### src/rtl/core/hsv2rgb_pkg.sv
// Types and constants for the HSV to RGB converter.
// Used by the converter top level and its port checker; depends on nothing.
package hsv2rgb_pkg;

    localparam int BYTE_W = 8;
    localparam int OUT_W  = 3 * BYTE_W;

    localparam logic [BYTE_W-1:0] BYTE_MAX = 8'd255;

    // Color wheel sector; codes six and seven never occur.
    typedef enum logic [2:0] {
        SECTOR_0 = 3'd0,
        SECTOR_1 = 3'd1,
        SECTOR_2 = 3'd2,
        SECTOR_3 = 3'd3,
        SECTOR_4 = 3'd4,
        SECTOR_5 = 3'd5
    } sector_t;

endpackage

### src/rtl/core/hsv_to_rgb_converter.sv
// Throughput: one item per cycle while the output is not stalled, set by five register
// stages with two multiplier ranks (s*f and s*(1-f) products, then the p/q/t products),
// each stage able to advance alone. A stalled output holds its item; empty stages still
// take new items.
// Reset (aresetn low, synchronous) clears all stage valid bits.
module hsv_to_rgb_converter #(
    parameter int FRAC_BITS = 16
) (
    input  logic                                       aclk,
    input  logic                                       aresetn,
    input  logic                                       s_tvalid,
    output logic                                       s_tready,
    // s_tdata, low bit up: hue_frac, sat_frac, val_frac, zero fill to a byte
    input  logic [((3*(FRAC_BITS+1)+7)/8)*8-1:0]       s_tdata,
    output logic                                       m_tvalid,
    input  logic                                       m_tready,
    // m_tdata, low bit up: red_byte, green_byte, blue_byte
    output logic [hsv2rgb_pkg::OUT_W-1:0]              m_tdata
);

    localparam int FW    = FRAC_BITS + 1;
    localparam int H6W   = FRAC_BITS + 3;
    localparam int PW    = 2 * FRAC_BITS + 1;
    localparam int ACC_W = PW + 9;

    localparam logic [FW-1:0]    ONE      = {1'b1, {FRAC_BITS{1'b0}}};
    localparam logic [ACC_W-1:0] HALF_SQ  = ACC_W'(1) << (2 * FRAC_BITS - 1);

    // Rounds a Q.2F fraction to floor(x*255 + 1/2), clamped to a byte.
    function automatic logic [hsv2rgb_pkg::BYTE_W-1:0] to_byte(input logic [PW-1:0] x);
        logic [ACC_W-1:0] acc;
        logic [9:0]       whole;
        acc   = ACC_W'({x, 8'h00}) - ACC_W'(x) + HALF_SQ;
        whole = acc[ACC_W-1 -: 10];
        to_byte = (whole > 10'(hsv2rgb_pkg::BYTE_MAX)) ? hsv2rgb_pkg::BYTE_MAX
                                                        : whole[7:0];
    endfunction

    // Stage enables: a stage loads when it is empty or its successor moves.
    logic en1, en2, en3, en4, en5;
    logic v1_reg, v2_reg, v3_reg, v4_reg, v5_reg;

    assign en5 = !v5_reg || m_tready;
    assign en4 = !v4_reg || en5;
    assign en3 = !v3_reg || en4;
    assign en2 = !v2_reg || en3;
    assign en1 = !v1_reg || en2;
    assign s_tready = en1;

    always_ff @(posedge aclk) begin
        if (!aresetn) begin
            v1_reg <= 1'b0;
            v2_reg <= 1'b0;
            v3_reg <= 1'b0;
            v4_reg <= 1'b0;
            v5_reg <= 1'b0;
        end else begin
            if (en1) v1_reg <= s_tvalid;
            if (en2) v2_reg <= v1_reg;
            if (en3) v3_reg <= v2_reg;
            if (en4) v4_reg <= v3_reg;
            if (en5) v5_reg <= v4_reg;
        end
    end

    // Stage 1: clamp the fractions and form hue times six.
    logic [FW-1:0]  hue_in, sat_in, val_in;
    logic [FW-1:0]  hue_clamp, sat_clamp, val_clamp;
    logic [H6W-1:0] h6_next, h6_reg;
    logic [FW-1:0]  s1_sat_reg, s1_val_reg;

    assign hue_in = s_tdata[0 +: FW];
    assign sat_in = s_tdata[FW +: FW];
    assign val_in = s_tdata[2*FW +: FW];

    always_comb begin
        hue_clamp = (hue_in > ONE) ? ONE : hue_in;
        sat_clamp = (sat_in > ONE) ? ONE : sat_in;
        val_clamp = (val_in > ONE) ? ONE : val_in;
        h6_next   = H6W'({hue_clamp, 2'b00}) + H6W'({hue_clamp, 1'b0});
    end

    always_ff @(posedge aclk) begin
        if (en1) begin
            h6_reg     <= h6_next;
            s1_sat_reg <= sat_clamp;
            s1_val_reg <= val_clamp;
        end
    end

    // Stage 2: sector and fraction within the sector; hue of one lands in sector five.
    logic [2:0]           sector_raw;
    hsv2rgb_pkg::sector_t sector_next, s2_sector_reg;
    logic [H6W-1:0]       f_wide;
    logic [FW-1:0]        f_next, f_reg, fc_next, fc_reg;
    logic [FW-1:0]        s2_sat_reg, s2_val_reg;

    always_comb begin
        sector_raw  = h6_reg[H6W-1 -: 3];
        sector_next = (sector_raw >= 3'd6) ? hsv2rgb_pkg::SECTOR_5
                                           : hsv2rgb_pkg::sector_t'(sector_raw);
        f_wide      = h6_reg - {sector_next, {FRAC_BITS{1'b0}}};
        f_next      = f_wide[FW-1:0];
        fc_next     = ONE - f_next;
    end

    always_ff @(posedge aclk) begin
        if (en2) begin
            s2_sector_reg <= sector_next;
            f_reg         <= f_next;
            fc_reg        <= fc_next;
            s2_sat_reg    <= s1_sat_reg;
            s2_val_reg    <= s1_val_reg;
        end
    end

    // Stage 3: s*f and s*(1-f), floored to Q.F.
    logic [2*FW-1:0]      prod_sf, prod_sfc;
    logic [FW-1:0]        sf_reg, sfc_reg, s3_sat_reg, s3_val_reg;
    hsv2rgb_pkg::sector_t s3_sector_reg;

    assign prod_sf  = (2*FW)'(s2_sat_reg) * (2*FW)'(f_reg);
    assign prod_sfc = (2*FW)'(s2_sat_reg) * (2*FW)'(fc_reg);

    always_ff @(posedge aclk) begin
        if (en3) begin
            sf_reg        <= prod_sf[FRAC_BITS +: FW];
            sfc_reg       <= prod_sfc[FRAC_BITS +: FW];
            s3_sat_reg    <= s2_sat_reg;
            s3_val_reg    <= s2_val_reg;
            s3_sector_reg <= s2_sector_reg;
        end
    end

    // Stage 4: p, q and t as exact Q.2F products, v scaled to Q.2F.
    logic [2*FW-1:0]      prod_p, prod_q, prod_t;
    logic [PW-1:0]        p_reg, q_reg, t_reg, vv_reg;
    hsv2rgb_pkg::sector_t s4_sector_reg;

    assign prod_p = (2*FW)'(s3_val_reg) * (2*FW)'(ONE - s3_sat_reg);
    assign prod_q = (2*FW)'(s3_val_reg) * (2*FW)'(ONE - sf_reg);
    assign prod_t = (2*FW)'(s3_val_reg) * (2*FW)'(ONE - sfc_reg);

    always_ff @(posedge aclk) begin
        if (en4) begin
            p_reg         <= prod_p[PW-1:0];
            q_reg         <= prod_q[PW-1:0];
            t_reg         <= prod_t[PW-1:0];
            vv_reg        <= {s3_val_reg, {FRAC_BITS{1'b0}}};
            s4_sector_reg <= s3_sector_reg;
        end
    end

    // Stage 5: pick the terms for each channel and round to bytes.
    logic [PW-1:0] red_x, green_x, blue_x;
    logic [hsv2rgb_pkg::OUT_W-1:0] rgb_next, rgb_reg;

    always_comb begin
        unique case (s4_sector_reg)
            hsv2rgb_pkg::SECTOR_0: begin
                red_x = vv_reg; green_x = t_reg;  blue_x = p_reg;
            end
            hsv2rgb_pkg::SECTOR_1: begin
                red_x = q_reg;  green_x = vv_reg; blue_x = p_reg;
            end
            hsv2rgb_pkg::SECTOR_2: begin
                red_x = p_reg;  green_x = vv_reg; blue_x = t_reg;
            end
            hsv2rgb_pkg::SECTOR_3: begin
                red_x = p_reg;  green_x = q_reg;  blue_x = vv_reg;
            end
            hsv2rgb_pkg::SECTOR_4: begin
                red_x = t_reg;  green_x = p_reg;  blue_x = vv_reg;
            end
            default: begin
                red_x = vv_reg; green_x = p_reg;  blue_x = q_reg;
            end
        endcase
        rgb_next = {to_byte(blue_x), to_byte(green_x), to_byte(red_x)};
    end

    always_ff @(posedge aclk) begin
        if (en5) begin
            rgb_reg <= rgb_next;
        end
    end

    assign m_tvalid = v5_reg;
    assign m_tdata  = rgb_reg;

endmodule

### config.mk
export PLATFORM = sky130hd
export DESIGN_NAME = hsv_to_rgb_converter
export DESIGN_NICKNAME = d
export VERILOG_FILES = /design/src/rtl/core/hsv2rgb_pkg.sv /design/src/rtl/core/hsv_to_rgb_converter.sv
export SDC_FILE = /design/constraint.sdc
export NUM_CORES = 2
export LEC_CHECK = 0
export BUFFER_PORTS_ARGS = -buffer_cell sky130_fd_sc_hd__clkbuf_2
export CAP_MARGIN = 20
export CORE_MARGIN = 2
export CORE_UTILIZATION = 38
export CTS_CLUSTER_SIZE = 10
export DETAILED_ROUTE_END_ITERATION = 7
export MAX_ROUTING_LAYER = met4
export PLACE_DENSITY = 0.6
export SLEW_MARGIN = 25
export SYNTH_ARGS = -nofsm -noshare
export SYNTH_HDL_FRONTEND = slang
export SYNTH_SLANG_ARGS = --single-unit
### constraint.sdc
create_clock -name aclk -period 15.7 [get_ports aclk]
set_input_delay 0.785 -clock aclk [delete_from_list [all_inputs] [get_ports aclk]]
set_output_delay 0.785 -clock aclk [all_outputs]
set_load 0.05 [all_outputs]
Word-level counts from Yosys, hierarchy flattened. Index checks and enable logic that the tools add are counted.

Bits in registers: 343. Logic and storage cells: 74.

Add/sub/neg operators: 12. Multipliers: 5. Reduce and logical (&&, ||, !) cells: 15. $lt $le $gt $ge: 7. Equality and inequality tests: 4. Mux-type cells: 5.

Operator list (count): 33-bit case mux with 3 select lines (3); 42-bit by 32-bit adder with 42-bit output, second input constant (3); 41-bit by 33-bit subtractor with 42-bit output (3); 18-bit by 18-bit multiplier with 33-bit output (3); 17-bit by 17-bit multiplier with 33-bit output (2); 17-bit by 17-bit subtractor with 18-bit output, first input constant (3); 17-bit > comparator, second input constant (3); 10-bit by 8-bit > comparator with 1-bit output, second input constant (3); 19-bit by 18-bit adder with 19-bit output (1); 17-bit two-way mux (1); 17-bit subtractor (1); 17-bit subtractor, first input constant (1); 2-bit OR reduction (4); 3-bit by 2-bit == test with 1-bit output, second input constant (2); 1-bit zero test (5); 1-bit logical OR (5); 3-bit by 1-bit == test with 1-bit output, second input constant (1); 3-bit == test, second input constant (1); 3-bit >= comparator, second input constant (1); 3-bit zero test (1); 3-bit two-way mux (1).

Depth between registers and ports, before layout.
Depth after elaboration: 6. Gate-level depth with buffers: 33.

Worst setup path after synthesis. OpenSTA, ideal clock, no wires.

Kind: flip-flop to flip-flop. Start: register sf_reg[4]. End: register q_reg[27] (data pin). Period minus slack after synthesis: 7.707 ns. Data required time: 15.442 ns. Library setup time: 0.258 ns. Data arrival time: 7.449 ns. Path slack: 7.993 ns. Cell stages (with the launch flop): 30. Cell sequence: edfxtp_1 -> or4_1 -> nor4_1 -> nand2_1 -> nor3_1 -> xnor2_1 -> clkbuf_1 -> nand2_1 -> fa_1 -> inv_1 -> fa_1 -> inv_1 -> fa_1 -> inv_1 -> fa_1 -> fa_1 -> inv_1 -> fa_1 -> inv_1 -> ha_1 -> and4_1 -> o211ai_1 -> o21ba_2 -> o21a_1 -> o31a_1 -> o2111ai_1 -> nand3_1 -> a21o_1 -> a21o_1 -> xor2_1.

Longest elaborated chain between the ends: 2.

RTL lines: start: declaration (RTL line hsv_to_rgb_converter.sv:119) `logic [FW-1:0] sf_reg, sfc_reg, s3_sat_reg, s3_val_reg;`; start signal: assignment (RTL line hsv_to_rgb_converter.sv:127) `sf_reg <= prod_sf[FRAC_BITS +: FW];`; 17-bit by 17-bit subtractor with 18-bit output (RTL line hsv_to_rgb_converter.sv:141) `assign prod_q = (2*FW)'(s3_val_reg) * (2*FW)'(ONE - sf_reg);`; 18-bit by 18-bit multiplier with 33-bit output (RTL line hsv_to_rgb_converter.sv:141); named net prod_q[27] (RTL line hsv_to_rgb_converter.sv:136) `logic [2*FW-1:0] prod_p, prod_q, prod_t;`; end signal: assignment (RTL line hsv_to_rgb_converter.sv:147) `q_reg <= prod_q[PW-1:0];`; end: declaration (RTL line hsv_to_rgb_converter.sv:137) `logic [PW-1:0] p_reg, q_reg, t_reg, vv_reg;`.

The timed path passes the listed nets, and every way through them passes these cells. A chain may end at the register's enable or synchronous reset.

Worst setup path after layout.
Start: register sf_reg[0]. End: register q_reg[32] (data pin).

The elaborated chain is that of the path after synthesis.

==> out/qor.yml <==
grt:
  antenna_found_initial: 5
  grt_pass1_vias: 50400
  track_usage_pct: 19.73
  grt_max_degree: 88
  grt_overflow: 0
  grt_pass1_wl_mm: 273.1
clock_tree:
  cts_num_sinks: 339
  cts_made_buffers: 45
  cts_resized: 0
  cts-htree-levels: 2
  clockBufferDepth: 3
  insertion_delay_ps: 610
  postCtsSetupRepairBufs: 0
  ctsRootBufferMaster: "clkbuf_16"
  cts_tree: "done"
  hold_buffers: 0
  clkSlewWorstSetupHoldPaths_ps: 50
floorplan:
  io_pins: 86
  dieArea_um2: 178100
  die_y_um: 422.0
  die_width_um: 422.0
  row_count: 153
  core_area_um2: 173800
  initial_utilization_pct: 38.20
final_layout:
  nFillCells: 17350
  final_layout_size_suffix_gt1_share_pct: 4.989
  fin_util_pct: 40.67
  layout_commonest_cell: "inv_1"
  fin_nets: 8954
  final_cell_mix: "inv_1 (1540), fa_1 (1133), nand2_1 (1009), ha_1 (752), and2_1 (534)"
  area_growth_pct: 6.461
  finalInstanceArea_um2: 70690
  fin_cells: 9362
worst_setup_path:
  worstPathArrival_ps: 8910
  crit_path_end_kind: "register"
  worstPathMaxFanout: 21
  critical-path-max-stage-delay_ps: 700
  startpoint_type: "register"
  cp.required_ps: 16080
  critPathMostFrequentCell: "inv_1"
  path_class: "reg2reg"
  critPathSlowestCell: "and2_1"
timing:
  rsz0062_at_grt: "no"
  hold_viol: 0
  setup-violations-final: 0
  finClkSkew_ps: 15.54
  slew_headroom_pct: 21.33
  worst_pin_slew_ps: 1180
  final_max_slew_viol_count: 0
  fmax_mhz: 117.2
  fin_crit_ps: 8532
  post-route-period-util_pct: 54.34
  fin_tns_setup_ps: 0
drt:
  drc: 2
  antenna_left: 0
  drt_iter0_drc: 2749
  wl_mm: 167.6
  route.vias.total: 47280
  wl_per_cell_um: 17.90
  detail_route.vias_per_cell: 5.050
  drt_first_pass_iters: 8
placement:
  place.port_buffers: 80
  gp_congestion: 0.9276
  placed_area_um2: 69320
  dp.cells: 9287
  hpwl_mm: 131.0
run_status:
  status: "finished with violations"
  violations: "DRC"
yosys:
  yosys_most_used_dff: "edfxtp_1"
  synth_cells: 7101
  synthArstFlopShare_pct: 0
  ys_seq_area_share_pct: 15.26
  ys_seq_elements: 339
  synth_cell_type_count: 88
  netlist_area_um2: 66400
  synth_edf_count: 334
  syn_nets: 9046
  synth_warnings: 0
  syn_avg_cell_area_um2: 9.351
hold_path:
  hp-class: "in2reg"
flow_run:
  maxCapViolations: 0
-- metal layers --
layer | track usage, % | share of wire, % | vias up
met4 | 4.560 | 2.3 | 0
met2 | 33.25 | 48 | 1174
li1 | - | - | 21780
met5 | - | 0 | -
met1 | 25.78 | 45 | 24100
met3 | 1.751 | 4.7 | 223
-- per-stage QoR --
| step | setup WS (ps) | hold slack [ps] |
|---|---|---|
| finish | 7168 | 404.8 |
| CTS | 7150 | 366.0 |
| global placement | 7261 | 400.2 |
| global route | 6573 | 380.4 |
| floorplan | 7993 | 400.3 |
| detailed placement | 7169 | 404.5 |
-- final timing paths --
check / from / to / slack [ps] / depth (start not counted)
min: s_tvalid / v1_reg$_SDFFE_PN0P_ / 400 / 3
min reg2reg: s2_val_reg[13]$_DFFE_PP_ / s3_val_reg[13]$_DFFE_PP_ / 410 / 0
max reg2reg: sf_reg[0]$_DFFE_PP_ / q_reg[32]$_DFFE_PP_ / 7170 / 29
max: sf_reg[0]$_DFFE_PP_ / q_reg[32]$_DFFE_PP_ / 7170 / 29
-- worst max-delay path, delay by kind of cell (launching register included) --
family | cells | cell delay [ps]
flops | 1 | 350
fa+ha+maj | 8 | 3540
compound gates | 9 | 2310
buf+inv | 8 | 720
simple gates | 3 | 970
xor+xnor | 1 | 360
-- cell type report --
class / count / area, um2 / share of cell area [%]
Clock inverter: 19 / 155.1 / 0.2195
Clock buffer: 55 / 1195 / 1.690
Multi-Input combinational cell: 4902 / 49360 / 69.83
Sequential cell: 339 / 10130 / 14.33
Antenna cell: 1 / 2.502 / 0.003540
Timing Repair Buffer: 179 / 1147 / 1.623
Inverter: 1542 / 5788 / 8.188
Tap cell: 2325 / 2909 / 4.115
-- cells by family after synthesis --
group           Yosys count  synth area share [%]
flops                   339                 15.26
xor+xnor                221                 2.926
fa+ha+maj              1885                 48.33
mux                      69                 1.085
buf+inv                1860                 10.58
compound gates          639                 6.529
simple gates           2088                 15.29
-- synth_stat cells, types with 7 or more instances --
| library cell | n | area share, % |
|---|---|---|
| buf_2 | 15 | 0.11 |
| a221oi_1 | 8 | 0.11 |
| o31ai_1 | 10 | 0.11 |
| o31a_1 | 7 | 0.092 |
| a31oi_1 | 12 | 0.11 |
| buf_1 | 12 | 0.068 |
| nor2b_1 | 94 | 0.89 |
| o21ai_1 | 11 | 0.083 |
| a211o_1 | 8 | 0.11 |
| inv_1 | 1542 | 8.7 |
| nor4_1 | 27 | 0.25 |
| or3_1 | 15 | 0.14 |
| a21oi_1 | 158 | 1.2 |
| o22a_1 | 12 | 0.16 |
| mux2_2 | 24 | 0.41 |
| a211oi_1 | 38 | 0.43 |
| o21ai_0 | 126 | 0.95 |
| nand2_1 | 1011 | 5.7 |
| xor2_1 | 60 | 0.79 |
| o2111ai_1 | 7 | 0.092 |
| a222oi_1 | 8 | 0.12 |
| edfxtp_1 | 334 | 15 |
| nand3_1 | 30 | 0.23 |
| o221a_2 | 10 | 0.17 |
| o21a_1 | 28 | 0.32 |
| nor3_1 | 58 | 0.44 |
| a22oi_1 | 39 | 0.44 |
| nand4_1 | 18 | 0.17 |
| a21o_1 | 61 | 0.69 |
| xnor2_1 | 160 | 2.1 |
| or4_1 | 10 | 0.11 |
| fa_1 | 1133 | 34 |
| ha_1 | 752 | 14 |
| a22o_1 | 10 | 0.13 |
| nand4b_1 | 8 | 0.11 |
| o211ai_1 | 8 | 0.090 |
| o21bai_1 | 10 | 0.11 |
| nand2b_1 | 57 | 0.54 |
| and3_1 | 17 | 0.16 |
| mux2i_1 | 45 | 0.68 |
| clkbuf_1 | 287 | 1.6 |
| and2_1 | 534 | 5.0 |
| or2_2 | 33 | 0.31 |
| nor2_1 | 149 | 0.84 |
Power is not shown: default switching activity piles up to over one toggle a cycle in this logic, so the estimate is an artifact.
